==> config.mk <==
export PLATFORM = sky130hd
export DESIGN_NAME = dual_chip_glcd_access_sequencer
export DESIGN_NICKNAME = d
export VERILOG_FILES = /design/src/rtl/dcgas_pkg.sv /design/src/rtl/dcgas_front.sv /design/src/rtl/dcgas_queue.sv /design/src/rtl/dcgas_back.sv /design/src/rtl/dual_chip_glcd_access_sequencer.sv
export SDC_FILE = /design/constraint.sdc
export NUM_CORES = 1
export LEC_CHECK = 0
export BUFFER_PORTS_ARGS = -buffer_cell sky130_fd_sc_hd__buf_2
export CORE_ASPECT_RATIO = 2
export CORE_MARGIN = 4
export CORE_UTILIZATION = 55
export CTS_CLUSTER_DIAMETER = 80
export CTS_CLUSTER_SIZE = 14
export DETAILED_ROUTE_END_ITERATION = 8
export PLACE_DENSITY_LB_ADDON = 0.25
export RECOVER_POWER = 25
export SLEW_MARGIN = 20
export SYNTH_ARGS = -nofsm -noshare
export SYNTH_HDL_FRONTEND = slang
export SYNTH_SLANG_ARGS = --single-unit
==> constraint.sdc <==
create_clock -name clk -period 2.8 [get_ports clk]
set_input_delay 0.28 -clock clk [delete_from_list [all_inputs] [get_ports clk]]
set_output_delay 0.28 -clock clk [all_outputs]
set_load 0.01 [all_outputs]
==> src/rtl/dcgas_pkg.sv <==
// ----------------------------------------------------------------------------
// dcgas_pkg: shared types and constants of the dual-chip glcd sequencer
// opcodes, result kinds, controller command bytes and the job record that
// travels from the request decoder to the transaction expander
// ----------------------------------------------------------------------------
package dcgas_pkg;

  // display geometry
  localparam int COLUMNS_PER_CHIP = 64;
  localparam int PAGE_COUNT       = 8;

  // controller command bytes
  localparam logic [7:0] CMD_Y     = 8'h40;
  localparam logic [7:0] CMD_START = 8'hC0;
  localparam logic [7:0] CMD_X     = 8'hB8;
  localparam logic [7:0] CMD_ON    = 8'h3E;
  localparam logic [7:0] BYTE_ALL  = 8'hFF;

  // request opcodes
  localparam logic [2:0] OP_WRITE  = 3'd0;
  localparam logic [2:0] OP_READ   = 3'd1;
  localparam logic [2:0] OP_SET    = 3'd2;
  localparam logic [2:0] OP_CLEAR  = 3'd3;
  localparam logic [2:0] OP_START  = 3'd4;
  localparam logic [2:0] OP_ON     = 3'd5;
  localparam logic [2:0] OP_RETURN = 3'd6;

  // result kinds
  localparam logic [1:0] KIND_BUS    = 2'd0;
  localparam logic [1:0] KIND_READ   = 2'd1;
  localparam logic [1:0] KIND_REJECT = 2'd2;

  // operation held across a read sequence
  typedef enum logic [1:0] {
    PEND_NONE  = 2'd0,
    PEND_READ  = 2'd1,
    PEND_SET   = 2'd2,
    PEND_CLEAR = 2'd3
  } pend_t;

  // work items handed to the expander
  typedef enum logic [2:0] {
    JOB_ADDR_WRITE = 3'd0,  // four address commands, then a data write
    JOB_ADDR_READ  = 3'd1,  // four address commands, then a data read
    JOB_BOTH       = 3'd2,  // one command byte to each chip
    JOB_RESULT     = 3'd3,  // read value handed back
    JOB_REJECT     = 3'd4   // request in the wrong phase or with an unused opcode
  } job_kind_t;

  typedef struct packed {
    job_kind_t   kind;
    logic [2:0]  page;
    logic [6:0]  column;
    logic [7:0]  data;
  } job_t;

endpackage

==> src/rtl/dcgas_front.sv <==
// ----------------------------------------------------------------------------
// dcgas_front: request decoder
// tracks the read phase, holds the address of a pending read and turns each
// accepted request into one job record
// ----------------------------------------------------------------------------
module dcgas_front
  import dcgas_pkg::*;
(
  input  logic       clk,
  input  logic       rst_n,
  input  logic       req_fire,
  input  logic [2:0] opcode,
  input  logic [5:0] row,
  input  logic [6:0] column,
  input  logic [7:0] data_byte,
  output job_t       job
);

  typedef enum logic [2:0] {
    PH_IDLE  = 3'b001,
    PH_DUMMY = 3'b010,
    PH_DATA  = 3'b100
  } phase_t;

  phase_t     phase_r, phase_nxt;
  pend_t      pend_r, pend_nxt;
  logic [2:0] held_page_r, held_page_nxt;
  logic [6:0] held_col_r, held_col_nxt;
  logic [2:0] held_bit_r, held_bit_nxt;

  logic [2:0] byte_page;
  logic [2:0] dot_page;
  logic [7:0] mask;

  // page of a byte request and of a dot request
  assign byte_page = 3'(row % 6'(PAGE_COUNT));
  assign dot_page  = 3'((row >> 3) % 6'(PAGE_COUNT));
  assign mask      = 8'd1 << held_bit_r;

  // classify the request against the current phase
  always_comb begin
    phase_nxt     = phase_r;
    pend_nxt      = pend_r;
    held_page_nxt = held_page_r;
    held_col_nxt  = held_col_r;
    held_bit_nxt  = held_bit_r;
    job.kind      = JOB_REJECT;
    job.page      = held_page_r;
    job.column    = held_col_r;
    job.data      = 8'd0;
    case (phase_r)
      PH_IDLE: begin
        case (opcode)
          OP_WRITE: begin
            job.kind   = JOB_ADDR_WRITE;
            job.page   = byte_page;
            job.column = column;
            job.data   = data_byte;
          end
          OP_READ, OP_SET, OP_CLEAR: begin
            if (opcode == OP_READ) begin
              held_page_nxt = byte_page;
              held_bit_nxt  = 3'd0;
            end else begin
              held_page_nxt = dot_page;
              held_bit_nxt  = row[2:0];
            end
            held_col_nxt = column;
            pend_nxt     = pend_t'(opcode[1:0]);
            phase_nxt    = PH_DUMMY;
            job.kind     = JOB_ADDR_READ;
            job.page     = held_page_nxt;
            job.column   = column;
          end
          OP_START: begin
            job.kind = JOB_BOTH;
            job.data = CMD_START | {2'b00, row};
          end
          OP_ON: begin
            job.kind = JOB_BOTH;
            job.data = CMD_ON | 8'd1;
          end
          default: job.kind = JOB_REJECT;
        endcase
      end
      PH_DUMMY: begin
        if (opcode == OP_RETURN) begin
          job.kind  = JOB_ADDR_READ;
          phase_nxt = PH_DATA;
        end
      end
      PH_DATA: begin
        if (opcode == OP_RETURN) begin
          phase_nxt = PH_IDLE;
          if (pend_r == PEND_READ) begin
            job.kind = JOB_RESULT;
            job.data = data_byte;
          end else begin
            job.kind = JOB_ADDR_WRITE;
            job.data = (pend_r == PEND_SET) ? (data_byte | mask)
                                            : (data_byte & (BYTE_ALL ^ mask));
          end
        end
      end
      default: job.kind = JOB_REJECT;
    endcase
  end

  // phase and held address
  always_ff @(posedge clk) begin
    if (!rst_n) begin
      phase_r     <= PH_IDLE;
      pend_r      <= PEND_NONE;
      held_page_r <= 3'd0;
      held_col_r  <= 7'd0;
      held_bit_r  <= 3'd0;
    end else if (req_fire) begin
      phase_r     <= phase_nxt;
      pend_r      <= pend_nxt;
      held_page_r <= held_page_nxt;
      held_col_r  <= held_col_nxt;
      held_bit_r  <= held_bit_nxt;
    end
  end

endmodule

==> src/rtl/dcgas_queue.sv <==
// ----------------------------------------------------------------------------
// dcgas_queue: two-entry job queue
// decouples the request decoder from the transaction expander
// ----------------------------------------------------------------------------
module dcgas_queue
  import dcgas_pkg::*;
(
  input  logic clk,
  input  logic rst_n,
  input  logic push,
  input  job_t push_job,
  output logic full,
  input  logic pop,
  output logic empty,
  output job_t head
);

  job_t       slot_r [2];
  logic       wr_ptr_r, rd_ptr_r;
  logic [1:0] count_r;

  assign full  = (count_r == 2'd2);
  assign empty = (count_r == 2'd0);
  assign head  = slot_r[rd_ptr_r];

  // storage
  always_ff @(posedge clk) begin
    if (push) begin
      slot_r[wr_ptr_r] <= push_job;
    end
  end

  // pointers and fill count
  always_ff @(posedge clk) begin
    if (!rst_n) begin
      wr_ptr_r <= 1'b0;
      rd_ptr_r <= 1'b0;
      count_r  <= 2'd0;
    end else begin
      if (push) wr_ptr_r <= ~wr_ptr_r;
      if (pop)  rd_ptr_r <= ~rd_ptr_r;
      case ({push, pop})
        2'b10:   count_r <= count_r + 2'd1;
        2'b01:   count_r <= count_r - 2'd1;
        default: count_r <= count_r;
      endcase
    end
  end

endmodule

==> src/rtl/dcgas_back.sv <==
// ----------------------------------------------------------------------------
// dcgas_back: transaction expander
// walks the head job, when out_ready and the queue allow, one bus transaction per cycle into the output register
// ----------------------------------------------------------------------------
module dcgas_back
  import dcgas_pkg::*;
(
  input  logic       clk,
  input  logic       rst_n,
  input  logic       empty,
  input  job_t       head,
  output logic       pop,
  output logic       out_valid,
  input  logic       out_ready,
  output logic [1:0] out_kind,
  output logic       out_chip,
  output logic       out_is_data,
  output logic       out_is_read,
  output logic [7:0] out_bus_byte,
  output logic       out_last
);

  localparam logic [7:0] COL_SPLIT = 8'(COLUMNS_PER_CHIP);
  localparam logic [5:0] LEFT_PARK = 6'(COLUMNS_PER_CHIP - 1);

  logic [2:0] step_r;
  logic       out_valid_r;
  logic [1:0] kind_r;
  logic       chip_r, is_data_r, is_read_r, last_r;
  logic [7:0] byte_r;

  logic       advance;
  logic       right;
  logic [5:0] y0, y1;
  logic [1:0] kind_nxt;
  logic       chip_nxt, is_data_nxt, is_read_nxt, last_nxt;
  logic [7:0] byte_nxt;

  assign advance = !empty && (!out_valid_r || out_ready);
  assign pop     = advance && last_nxt;

  // split column address of both chips
  assign right = ({1'b0, head.column} >= COL_SPLIT);
  assign y0    = right ? LEFT_PARK : head.column[5:0];
  assign y1    = right ? 6'({1'b0, head.column} - COL_SPLIT) : 6'd0;

  // transaction for the current step
  always_comb begin
    kind_nxt    = KIND_BUS;
    chip_nxt    = 1'b0;
    is_data_nxt = 1'b0;
    is_read_nxt = 1'b0;
    byte_nxt    = 8'd0;
    last_nxt    = 1'b0;
    case (head.kind)
      JOB_ADDR_WRITE, JOB_ADDR_READ: begin
        case (step_r)
          3'd0: byte_nxt = CMD_X | {5'd0, head.page};
          3'd1: begin
            chip_nxt = 1'b1;
            byte_nxt = CMD_X | {5'd0, head.page};
          end
          3'd2: byte_nxt = CMD_Y | {2'b00, y0};
          3'd3: begin
            chip_nxt = 1'b1;
            byte_nxt = CMD_Y | {2'b00, y1};
          end
          default: begin
            chip_nxt    = right;
            is_data_nxt = 1'b1;
            is_read_nxt = (head.kind == JOB_ADDR_READ);
            byte_nxt    = (head.kind == JOB_ADDR_READ) ? 8'd0 : head.data;
            last_nxt    = 1'b1;
          end
        endcase
      end
      JOB_BOTH: begin
        byte_nxt = head.data;
        chip_nxt = (step_r != 3'd0);
        last_nxt = (step_r != 3'd0);
      end
      JOB_RESULT: begin
        kind_nxt = KIND_READ;
        byte_nxt = head.data;
        last_nxt = 1'b1;
      end
      default: begin
        kind_nxt = KIND_REJECT;
        last_nxt = 1'b1;
      end
    endcase
  end

  // step counter within the head job
  always_ff @(posedge clk) begin
    if (!rst_n) begin
      step_r <= 3'd0;
    end else if (advance) begin
      step_r <= last_nxt ? 3'd0 : step_r + 3'd1;
    end
  end

  // output register
  always_ff @(posedge clk) begin
    if (!rst_n) begin
      out_valid_r <= 1'b0;
    end else if (advance) begin
      out_valid_r <= 1'b1;
    end else if (out_ready) begin
      out_valid_r <= 1'b0;
    end
  end

  always_ff @(posedge clk) begin
    if (advance) begin
      kind_r    <= kind_nxt;
      chip_r    <= chip_nxt;
      is_data_r <= is_data_nxt;
      is_read_r <= is_read_nxt;
      byte_r    <= byte_nxt;
      last_r    <= last_nxt;
    end
  end

  assign out_valid    = out_valid_r;
  assign out_kind     = kind_r;
  assign out_chip     = chip_r;
  assign out_is_data  = is_data_r;
  assign out_is_read  = is_read_r;
  assign out_bus_byte = byte_r;
  assign out_last     = last_r;

endmodule

==> src/rtl/dual_chip_glcd_access_sequencer.sv <==
// ----------------------------------------------------------------------------
// dual_chip_glcd_access_sequencer: request sequencer for a two-controller
// 128x64 graphic lcd
//
// requests (write byte, read byte, set dot, clear dot, start line, display on,
// read return) come in on the in_ channel; bus transactions, read results and
// rejects leave on the out_ channel, one transfer per cycle unless stalled by
// out_ready or an empty queue; out_last marks each request's final transfer.
// a request is decoded in the cycle it is accepted and queued as one job; the
// expander takes it from the queue head into the output register, and a
// request gives 1 to 5 transfers (five for data accesses), set by the
// expander step counter.
// a two-entry job queue sits between decoder and expander, so requests keep
// being accepted while the output register waits on out_ready; when the
// queue fills, in_ready drops until the expander frees an entry.
// read returns must be sent back as opcode 6 requests; set and clear dot take
// three requests in total (the dot request and two read returns).
// reset clears the read phase, the held address, the queue and the output.
// ----------------------------------------------------------------------------
module dual_chip_glcd_access_sequencer
  import dcgas_pkg::*;
(
  input  logic       clk,
  input  logic       rst_n,
  input  logic       in_valid,
  output logic       in_ready,
  input  logic [2:0] in_opcode,
  input  logic [5:0] in_row,
  input  logic [6:0] in_column,
  input  logic [7:0] in_data_byte,
  output logic       out_valid,
  input  logic       out_ready,
  output logic [1:0] out_kind,
  output logic       out_chip,
  output logic       out_is_data,
  output logic       out_is_read,
  output logic [7:0] out_bus_byte,
  output logic       out_last
);

  logic req_fire;
  logic full, empty, pop;
  job_t new_job, head;

  assign in_ready = !full;
  assign req_fire = in_valid && in_ready;

  // request decoder
  dcgas_front u_front (
    .clk       (clk),
    .rst_n     (rst_n),
    .req_fire  (req_fire),
    .opcode    (in_opcode),
    .row       (in_row),
    .column    (in_column),
    .data_byte (in_data_byte),
    .job       (new_job)
  );

  // job queue
  dcgas_queue u_queue (
    .clk      (clk),
    .rst_n    (rst_n),
    .push     (req_fire),
    .push_job (new_job),
    .full     (full),
    .pop      (pop),
    .empty    (empty),
    .head     (head)
  );

  // transaction expander
  dcgas_back u_back (
    .clk          (clk),
    .rst_n        (rst_n),
    .empty        (empty),
    .head         (head),
    .pop          (pop),
    .out_valid    (out_valid),
    .out_ready    (out_ready),
    .out_kind     (out_kind),
    .out_chip     (out_chip),
    .out_is_data  (out_is_data),
    .out_is_read  (out_is_read),
    .out_bus_byte (out_bus_byte),
    .out_last     (out_last)
  );

endmodule

# Word-level counts from Yosys, hierarchy flattened
# Memories as Yosys holds them, arrays and structs flattened. A register that Yosys moved wholly into a read port is not among the register bits.
# Cells that the tools add are included.
# totals
input_bits,28
regBits,40
n_memories,1
output_inout_bits,16
ramBits,42
# op_classes
add_sub_neg,4
magnitude_cmp,1
eq_ne,23
muxes,36
n_reduce_logical,27
bitwise,6
n_shift,1
# memory_table
name,depth,width,rd,rd_ports_with_merged_regs,write_ports,line_no,text
u_queue.slot_r,2,21,1,1,1,dcgas_queue.sv:18,job_t slot_r [2];
# ops
cell,n
one-hot mux 8 bit (3 select lines),2
2-to-1 mux 8 bit,4
one-hot mux 8 bit (2 select lines),2
one-hot mux 3 bit (3 select lines),3
2-to-1 mux 3 bit,8
"== test 3 x 2 -> 1 bit, second input constant",7
one-hot mux 10 bit (2 select lines),1
"== test 3 x 1 -> 1 bit, second input constant",4
"== test 3 bit, second input constant",4
2-to-1 mux 6 bit,2
OR reduction 2 bit,6
2-to-1 mux 10 bit,1
zero test 3 bit,3
bitwise AND 8 bit,1
NOT 8 bit,1
OR 8 bit,1
one-hot mux 2 bit (2 select lines),2
"left shift 1 x 3 -> 8 bit, first input constant",1
">= comparator 7 bit, second input constant",1
2-to-1 mux 1 bit,7
"== test 2 bit, second input constant",3
one-hot mux 1 bit (2 select lines),3
nonzero test 3 bit,2
OR reduction 3 bit,2
18 further kinds,27

# Logic depth before layout (Yosys ltp)
# Gate-level depths: netlist of the first run.
# logic_depth
depth_word,7
mapped_depth,9
depth_no_buf,9

# By module
# Synthesis of the first run repeated with hierarchy kept, for this count alone.
# hier_totals
cells_unflattened,373
area_unflattened_um2,4142.7
# modules_own_cells
module,area_each_um2,n_inst,cells_each
dcgas_queue,1724.2,1,87
dcgas_front,1380.1,1,184
dcgas_back,1028.5,1,100
dual_chip_glcd_access_sequencer,10.0,1,2

# Worst setup path after synthesis of the first run
# Ideal clock, no wire load.
# synth_timing
path_type,reg2reg
startpoint,reg u_back.step_r[0]
endpoint,reg u_queue.count_r[1]
path_stages_with_launch,9
setup_slack_ps,243
path_buffers,0
t_required_ps,2729
arrival_ps,2487
setup_ps,71
path_cell_list,dfxtp_1 ha_1 ha_1 nor4_1 nor3_1 a211oi_2 ha_1 or3_1 a21oi_1
# synth_via
elab_chain_cells,7
elab_cells_between_ends,13
cone_classes,eq/ne (5); mux (3); reduce/logical (5)
# synth_rtl
item,line_no,text
from (decl),dcgas_back.sv:26,logic [2:0] step_r;
from (signal assigned),dcgas_back.sv:99,step_r <= last_nxt ? 3'd0 : step_r + 3'd1;
== test 3 x 1 -> 1 bit (tied with other cells),dcgas_back.sv:57,case (step_r)
OR reduction 4 bit (no line),-,
2-to-1 mux 1 bit,dcgas_back.sv:57,
one-hot mux 1 bit (2 select lines) *,dcgas_back.sv:55,case (head.kind)
logical AND 1 bit *,dcgas_back.sv:40,assign pop = advance && last_nxt;
net pop,dual_chip_glcd_access_sequencer.sv:42,"logic full, empty, pop;"
== test 2 x 1 -> 1 bit / == test 2 bit (equally long branches),dcgas_queue.sv:42,"case ({push, pop})"
one-hot mux 2 bit (2 select lines) / nonzero test 2 bit (equally long branches),-,
to (signal assigned),dcgas_queue.sv:43,2'b10: count_r <= count_r + 2'd1;
to (signal assigned),dcgas_queue.sv:44,2'b01: count_r <= count_r - 2'd1;
to (signal assigned),dcgas_queue.sv:45,default: count_r <= count_r;
to (decl),dcgas_queue.sv:20,logic [1:0] count_r;
# Mark *: on every way through the listed nets, which the timed path passes. The rest lies on a longest branch.
# A chain may end at the register's enable or synchronous reset.

# Worst setup path after layout of the first run
# Ends and elaborated chain as after synthesis.

==> impl_metrics.tcl, run 1 <==
set metrics [dict create \
    ff2ff_setup_slack_ns 0.22 \
    slew_viol_final 0 \
    row_count 44 \
    antenna_found_initial 0 \
    crit_chain "ha_1 > ha_1 > nor4_1 > nor3_1 > a211oi_2 > ha_1 > or3_1 > a21oi_1" \
    period_needed_ns 2.58 \
    fmax_ghz 0.387 \
    syn_area_um2 4090 \
    cp.required_ns 3.05 \
    cpMaxStageDelayCell "nor4_1" \
    setup-tns-final_ns 0 \
    ys_seq_elements 83 \
    ctsHoldBuffers 0 \
    grt_pass1_wl_mm 13.7 \
    final_nets 465 \
    yosysSeqAreaShare_pct 54.3 \
    clkTransAtPathRegs_ns 0.06 \
    cap_violations 0 \
    whs_endpoint "u_front.held_col_r[5]" \
    pin_count 44 \
    drt_iter0_markers 180 \
    drive_gt1_share_pct 14.2 \
    drc 0 \
    yosys_warnings 0 \
    clock_latency_ns 0.33 \
    numCtsBuffers 9 \
    vdd.ir_drop.worst_mv 0.485 \
    final.fill_count 634 \
    synth_top_area_cell "edfxtp_1" \
    finalSetupViolCount 0 \
    synthTopCellsByArea "edfxtp_1 41%, dfxtp_1 13%, nand2_1 6.1%" \
    final_cell_mix "66 x nand2_1, 56 x edfxtp_1, 31 x a21oi_1, 27 x nor2_1, 27 x dfxtp_1" \
    clock_path_buffers 2 \
    cts_sinks 83 \
    start_util_pct 56.3 \
    p_per_area_nw_per_um2 987 \
    min_period_over_period_pct 92.3 \
    synth_nets 424 \
    crit_buf_inv 0 \
    worstMarginPinSlew_ns 1.18 \
    rr_worst_depth 8 \
    fin_skew_ns 0.00918 \
    synth_edf_count 56 \
    dr_total_vias 3122 \
    finalWirelength_mm 8.50 \
    total_power_w 0.00462 \
    critPathArrivalTime_ns 2.84 \
    synth.top_cell.area_share_pct 41.1 \
    cts_root_buffer "clkbuf_16" \
    grt_use_total_pct 20.6 \
    cts_tree "done" \
    vias_per_cell 5.91 \
    area_growth_pct 14.3 \
    final_common_cell "nand2_1" \
    grt_max_degree 24 \
    io_buffers 43 \
    rsz0062_at_grt "false" \
    hp-class "input pin to flip-flop" \
    outcome "finished, final reports clean" \
    synth_cells 390 \
    die_y_um 130 \
    critPathTopFamily "simple AND/OR/NAND/NOR gates" \
    p_leak_nw 1.64 \
    async_flop_share_pct 0 \
    r2r_start "u_back.step_r[0]" \
    crit_fanout 7 \
    first_pass_iters 4 \
    cp-end-kind "flip-flop" \
    place_hpwl_mm 6.41 \
    gp_congestion 0.861 \
    cpMostUsedCell "ha_1" \
    whs_path_depth 3 \
    wire_per_inst_um 16.1 \
    slew-limit-headroom_pct 21.3 \
    first_global_vias 2968 \
    synthFlopType "edfxtp_1" \
    n_antenna_cell 0 \
    max_stage_delay_ns 0.38 \
    hold_start "in_column[5]" \
    hold_viol_final 0 \
    h-tree-depth 3 \
    synth.avg_cell_area_um2 10.5 \
    crit_type "flip-flop to flip-flop" \
    antenna_left 0 \
    die-area_um2 8970 \
    core_area_um2 7270 \
    die_w_um 69.0 \
    grt_overflow 0 \
    r2r_end "u_queue.count_r[1]" \
    cts_setup_buffers 0 \
    ys_types 53 \
    postCtsResizedCells 0 \
    critPathLaunchType "flip-flop" \
]
-- routing by layer --
metal | vias to the layer above | track usage [%] | part of all wire [%]
met1 | 1472 | 21.2 | 36
met5 | - | 0 | 0
met3 | 20 | 3.45 | 4.8
met4 | 0 | 13.3 | 3.5
li1 | 1530 | - | -
met2 | 100 | 36.6 | 56
-- metrics by stage --
step / setup slack [ns] / hold slack (ns) / instances / utilization [%] / area (µm²)
CTS: 0.206 / 0.188 / 528 / 64.8 / 4710
finish: 0.215 / 0.193 / 528 / 64.4 / 4680
detailed placement: 0.209 / 0.447 / 512 / 60.4 / 4390
floorplan: 0.243 / 0.359 / 390 / - / 4090
global route: 0.0510 / 0.205 / 528 / 64.4 / 4680
global placement: 0.325 / 0.441 / 512 / 60.4 / 4390
-- cell type report --
type	instances	area, µm²	share of cell area (%)
flip-flops and latches	83	2220	47.5
multi-input cells	278	1750	37.4
repair buffers	50	239	5.11
clock buffers	10	229	4.89
well taps	92	115	2.46
clock inverters	6	90.1	1.93
inverters	9	33.8	0.722
-- sequential cells by signal, summed over array words and instances (netlist names), named ones only --
register             cells
u_queue.slot_r          42
u_back.out_bus_byte      8
u_front.held_col_r       7
u_back.step_r            3
u_front.held_bit_r       3
u_front.held_page_r      3
u_front.phase_r          3
u_back.out_kind          2
u_front.pend_r           2
u_queue.count_r          2
u_back.out_chip          1
u_back.out_is_data       1
u_back.out_is_read       1
u_back.out_last          1
u_back.out_valid         1
u_queue.rd_ptr_r         1
u_queue.wr_ptr_r         1
-- worst max path at each step --
stage                           from            endpoint  slack [ns]  cells after the start
finish              u_back.step_r[0]  u_queue.count_r[1]        0.22                      8
global route        u_back.step_r[0]  u_queue.count_r[1]        0.05                      8
CTS                 u_back.step_r[0]  u_queue.count_r[1]        0.21                      8
detailed placement  u_back.step_r[0]  u_queue.count_r[1]        0.21                      8
global placement    u_back.step_r[0]  u_queue.count_r[1]        0.33                      8
floorplan           u_back.step_r[0]  u_queue.count_r[1]        0.24                      8
-- logic make-up (layout without fill, tap and decap cells) --
family	after synthesis	after routing	synth area share [%]
multiplexers	28	28	7.09
adder cells (fa/ha/maj)	6	6	1.83
XOR/XNOR	4	4	0.856
AND/OR/NAND/NOR	157	157	19.0
AO/OA/AOI/OAI	83	83	13.9
buffers and inverters	29	75	2.97
flip-flops	83	83	54.3
-- Yosys cell counts, types with 4 or more instances --
library cell and number:
nor2_1 27, dfxtp_1 27, nor2b_1 10, o22ai_1 8, o21ai_0 13, and2_1 4
nand4b_1 4, a21oi_1 31, inv_1 9, nor3_1 7, nand2_1 66, mux2i_1 23
mux2_2 4, o221ai_1 9, edfxtp_1 56, clkbuf_1 15, nand3b_1 4, ha_1 6
nand3_1 6, nand2b_1 8, buf_2 4, nand4_1 4
-- where the power goes --
part / internal, W / switching [W]
Combinational: 0.000620 / 0.000943
Sequential: 0.00169 / 0.000128
Clock: 0.000780 / 0.000455
Total: 0.00309 / 0.00153
-- worst reg2reg max path, cell delays in order, from the launching register on --
cell      delay (ns)
dfxtp_1         0.34
ha_1            0.21
ha_1            0.29
nor4_1          0.38
nor3_1          0.20
a211oi_2        0.29
ha_1            0.30
or3_1           0.35
a21oi_1         0.16
No activity file was read; power rests on OpenSTA's default activity.
==> run 2, diff against run 1 <==
--- a/config.mk
+++ b/config.mk
@@ -8,7 +8,7 @@
 export BUFFER_PORTS_ARGS = -buffer_cell sky130_fd_sc_hd__buf_2
 export CORE_ASPECT_RATIO = 2
 export CORE_MARGIN = 4
-export CORE_UTILIZATION = 55
+export CORE_UTILIZATION = 50
 export CTS_CLUSTER_DIAMETER = 80
 export CTS_CLUSTER_SIZE = 14
 export DETAILED_ROUTE_END_ITERATION = 8
==> constraint.sdc (replaced) <==
create_clock -name clk -period 2.8 [get_ports clk]
set_input_delay 0.28 -clock clk [delete_from_list [all_inputs] [get_ports clk]]
set_output_delay 0.28 -clock clk [all_outputs]
set_load 0.05 [all_outputs]
==> impl_metrics.tcl, run 2 (synthesis results as in run 1) <==
set metrics [dict create \
    outcome "finished, final reports clean" \
    vdd.ir_drop.worst_mv 0.497 \
    rr_worst_depth 8 \
    place_inst 516 \
    crit_buf_inv 0 \
    hold_viol_final 0 \
    place_hpwl_mm 6.48 \
    worstMarginPinSlew_ns 1.14 \
    total_power_w 0.00495 \
    stdcell_count 532 \
    pin_count 44 \
    core_area_um2 7940 \
    final_cell_mix "66 x nand2_1, 56 x edfxtp_1, 31 x a21oi_1" \
    cp.required_ns 3.06 \
    ctsHoldBuffers 0 \
    period_needed_ns 2.58 \
    cap_violations 0 \
    grt_use_total_pct 18.3 \
    cts_setup_buffers 0 \
    clkTransAtPathRegs_ns 0.06 \
    ff2ff_setup_slack_ns 0.22 \
    p_per_area_nw_per_um2 1060 \
    vias_per_cell 5.78 \
    cpMaxStageDelayCell "nor3_1" \
    crit_chain "ha_1 > ha_1 > nor4_1 > nor3_1 > a211oi_2 > ha_1 > or3_1 > a21oi_1" \
    min_period_over_period_pct 92.0 \
    die_w_um 72.0 \
    r2r_end "u_queue.count_r[1]" \
    r2r_start "u_back.step_r[0]" \
    numCtsBuffers 9 \
    drc 0 \
    whs_endpoint "u_front.held_col_r[5]" \
    first_pass_iters 5 \
    crit_type "flip-flop to flip-flop" \
    row_count 46 \
    finalSetupViolCount 0 \
    dr_total_vias 3074 \
    cts_root_buffer "clkbuf_16" \
    fmax_ghz 0.388 \
    critPathTopFamily "simple AND/OR/NAND/NOR gates" \
    slew-limit-headroom_pct 23.7 \
    io_buffers 43 \
    final_nets 465 \
    rsz0062_at_grt "false" \
    hold_start "in_column[5]" \
    path_depth 8 \
    cts_tree "done" \
    h-tree-depth 3 \
    max_stage_delay_ns 0.54 \
    grt_overflow 0 \
    utilization_pct 58.9 \
    die_y_um 136 \
    p_leak_nw 1.66 \
    wire_per_inst_um 16.3 \
    setup-tns-final_ns 0 \
    cts_sinks 83 \
    start_util_pct 51.5 \
    cp-end-kind "flip-flop" \
    whs_path_depth 3 \
    clock_latency_ns 0.34 \
    clock_path_buffers 2 \
    finalWirelength_mm 8.67 \
    grt_pass1_wl_mm 13.5 \
    critPathLaunchType "flip-flop" \
    gp_congestion 0.849 \
    drt_iter0_markers 160 \
    antenna_found_initial 0 \
    final_common_cell "nand2_1" \
    die-area_um2 9790 \
    n_antenna_cell 0 \
    slew_viol_final 0 \
    fin_skew_ns 0.00510 \
    regMostFlops "u_queue.slot_r" \
    crit_fanout 7 \
    hp-class "input pin to flip-flop" \
    largest_reg_flops 42 \
    antenna_left 0 \
    cpMostUsedCell "ha_1" \
    critPathArrivalTime_ns 2.84 \
    drive_gt1_share_pct 14.7 \
    first_global_vias 2969 \
    postCtsResizedCells 0 \
    grt_max_degree 24 \
    area_growth_pct 14.4 \
]
[run 2: cell count changes in the layout (fill, tap and decap cells not counted), sizes merged]
cell | previous run | this run
inv | 9 | 10
clkinv | 0 | 3
buf | 31 | 32
clkbuf | 29 | 27
clkinvlp | 4 | 1
[run 2: how the worst max path moves through the flow]
stage / startpoint / endpoint / slack [ns]
after CTS: u_back.step_r[0] / u_queue.count_r[1] / 0.22
final: u_back.step_r[0] / u_queue.count_r[1] / 0.22
after detailed placement: u_back.step_r[0] / u_queue.count_r[1] / 0.24
after floorplan: u_back.step_r[0] / u_queue.count_r[1] / 0.24
after global routing: u_back.step_r[0] / u_queue.count_r[1] / 0.03
after global placement: u_back.step_r[0] / u_queue.count_r[1] / 0.32
[run 2: per-layer routing]
layer / global-route usage, % / up-vias / part of all wire, %
met1: 17.6 / 1446 / 36
met3: 3.33 / 21 / 3.9
li1: - / 1527 / -
met5: 0 / - / 0
met4: 13.4 / 0 / 4.3
met2: 33.4 / 80 / 55
[run 2: power breakdown]
part / internal (W) / total (W) / switching [W] / leakage (nW)
Clock: 0.000778 / 0.00125 / 0.000468 / 0.156
Combinational: 0.000623 / 0.00189 / 0.00126 / 0.745
Sequential: 0.00169 / 0.00182 / 0.000128 / 0.759
Total: 0.00309 / 0.00495 / 0.00186 / 1.66
[run 2: layout make-up]
cell class / count / area, µm²
Clock buffer: 9 / 225
Clock inverter: 7 / 91.3
Fill cell: 673 / 3260
Inverter: 9 / 33.8
Multi-Input combinational cell: 278 / 1750
Sequential cell: 83 / 2220
Tap cell: 96 / 120
Timing Repair Buffer: 50 / 240
[run 2: through the flow]
step	cell area [µm²]	worst slack [ns]	hold slack, ns
6_report	4680	0.224	0.187
5_1_grt	4680	0.0292	0.200
4_1_cts	4710	0.217	0.172
3_5_place_dp	4390	0.240	0.448
3_3_place_gp	4390	0.324	0.441
2_1_floorplan	4090	0.243	0.359
[run 2: worst reg2reg max path, delay by kind of cell, from the launching register on]
family	cells	cell delay, ns
adders and majority gates	3	0.82
AOI/OAI and AO/OA	2	0.31
and+or+nand+nor	3	1.00
DFF	1	0.38
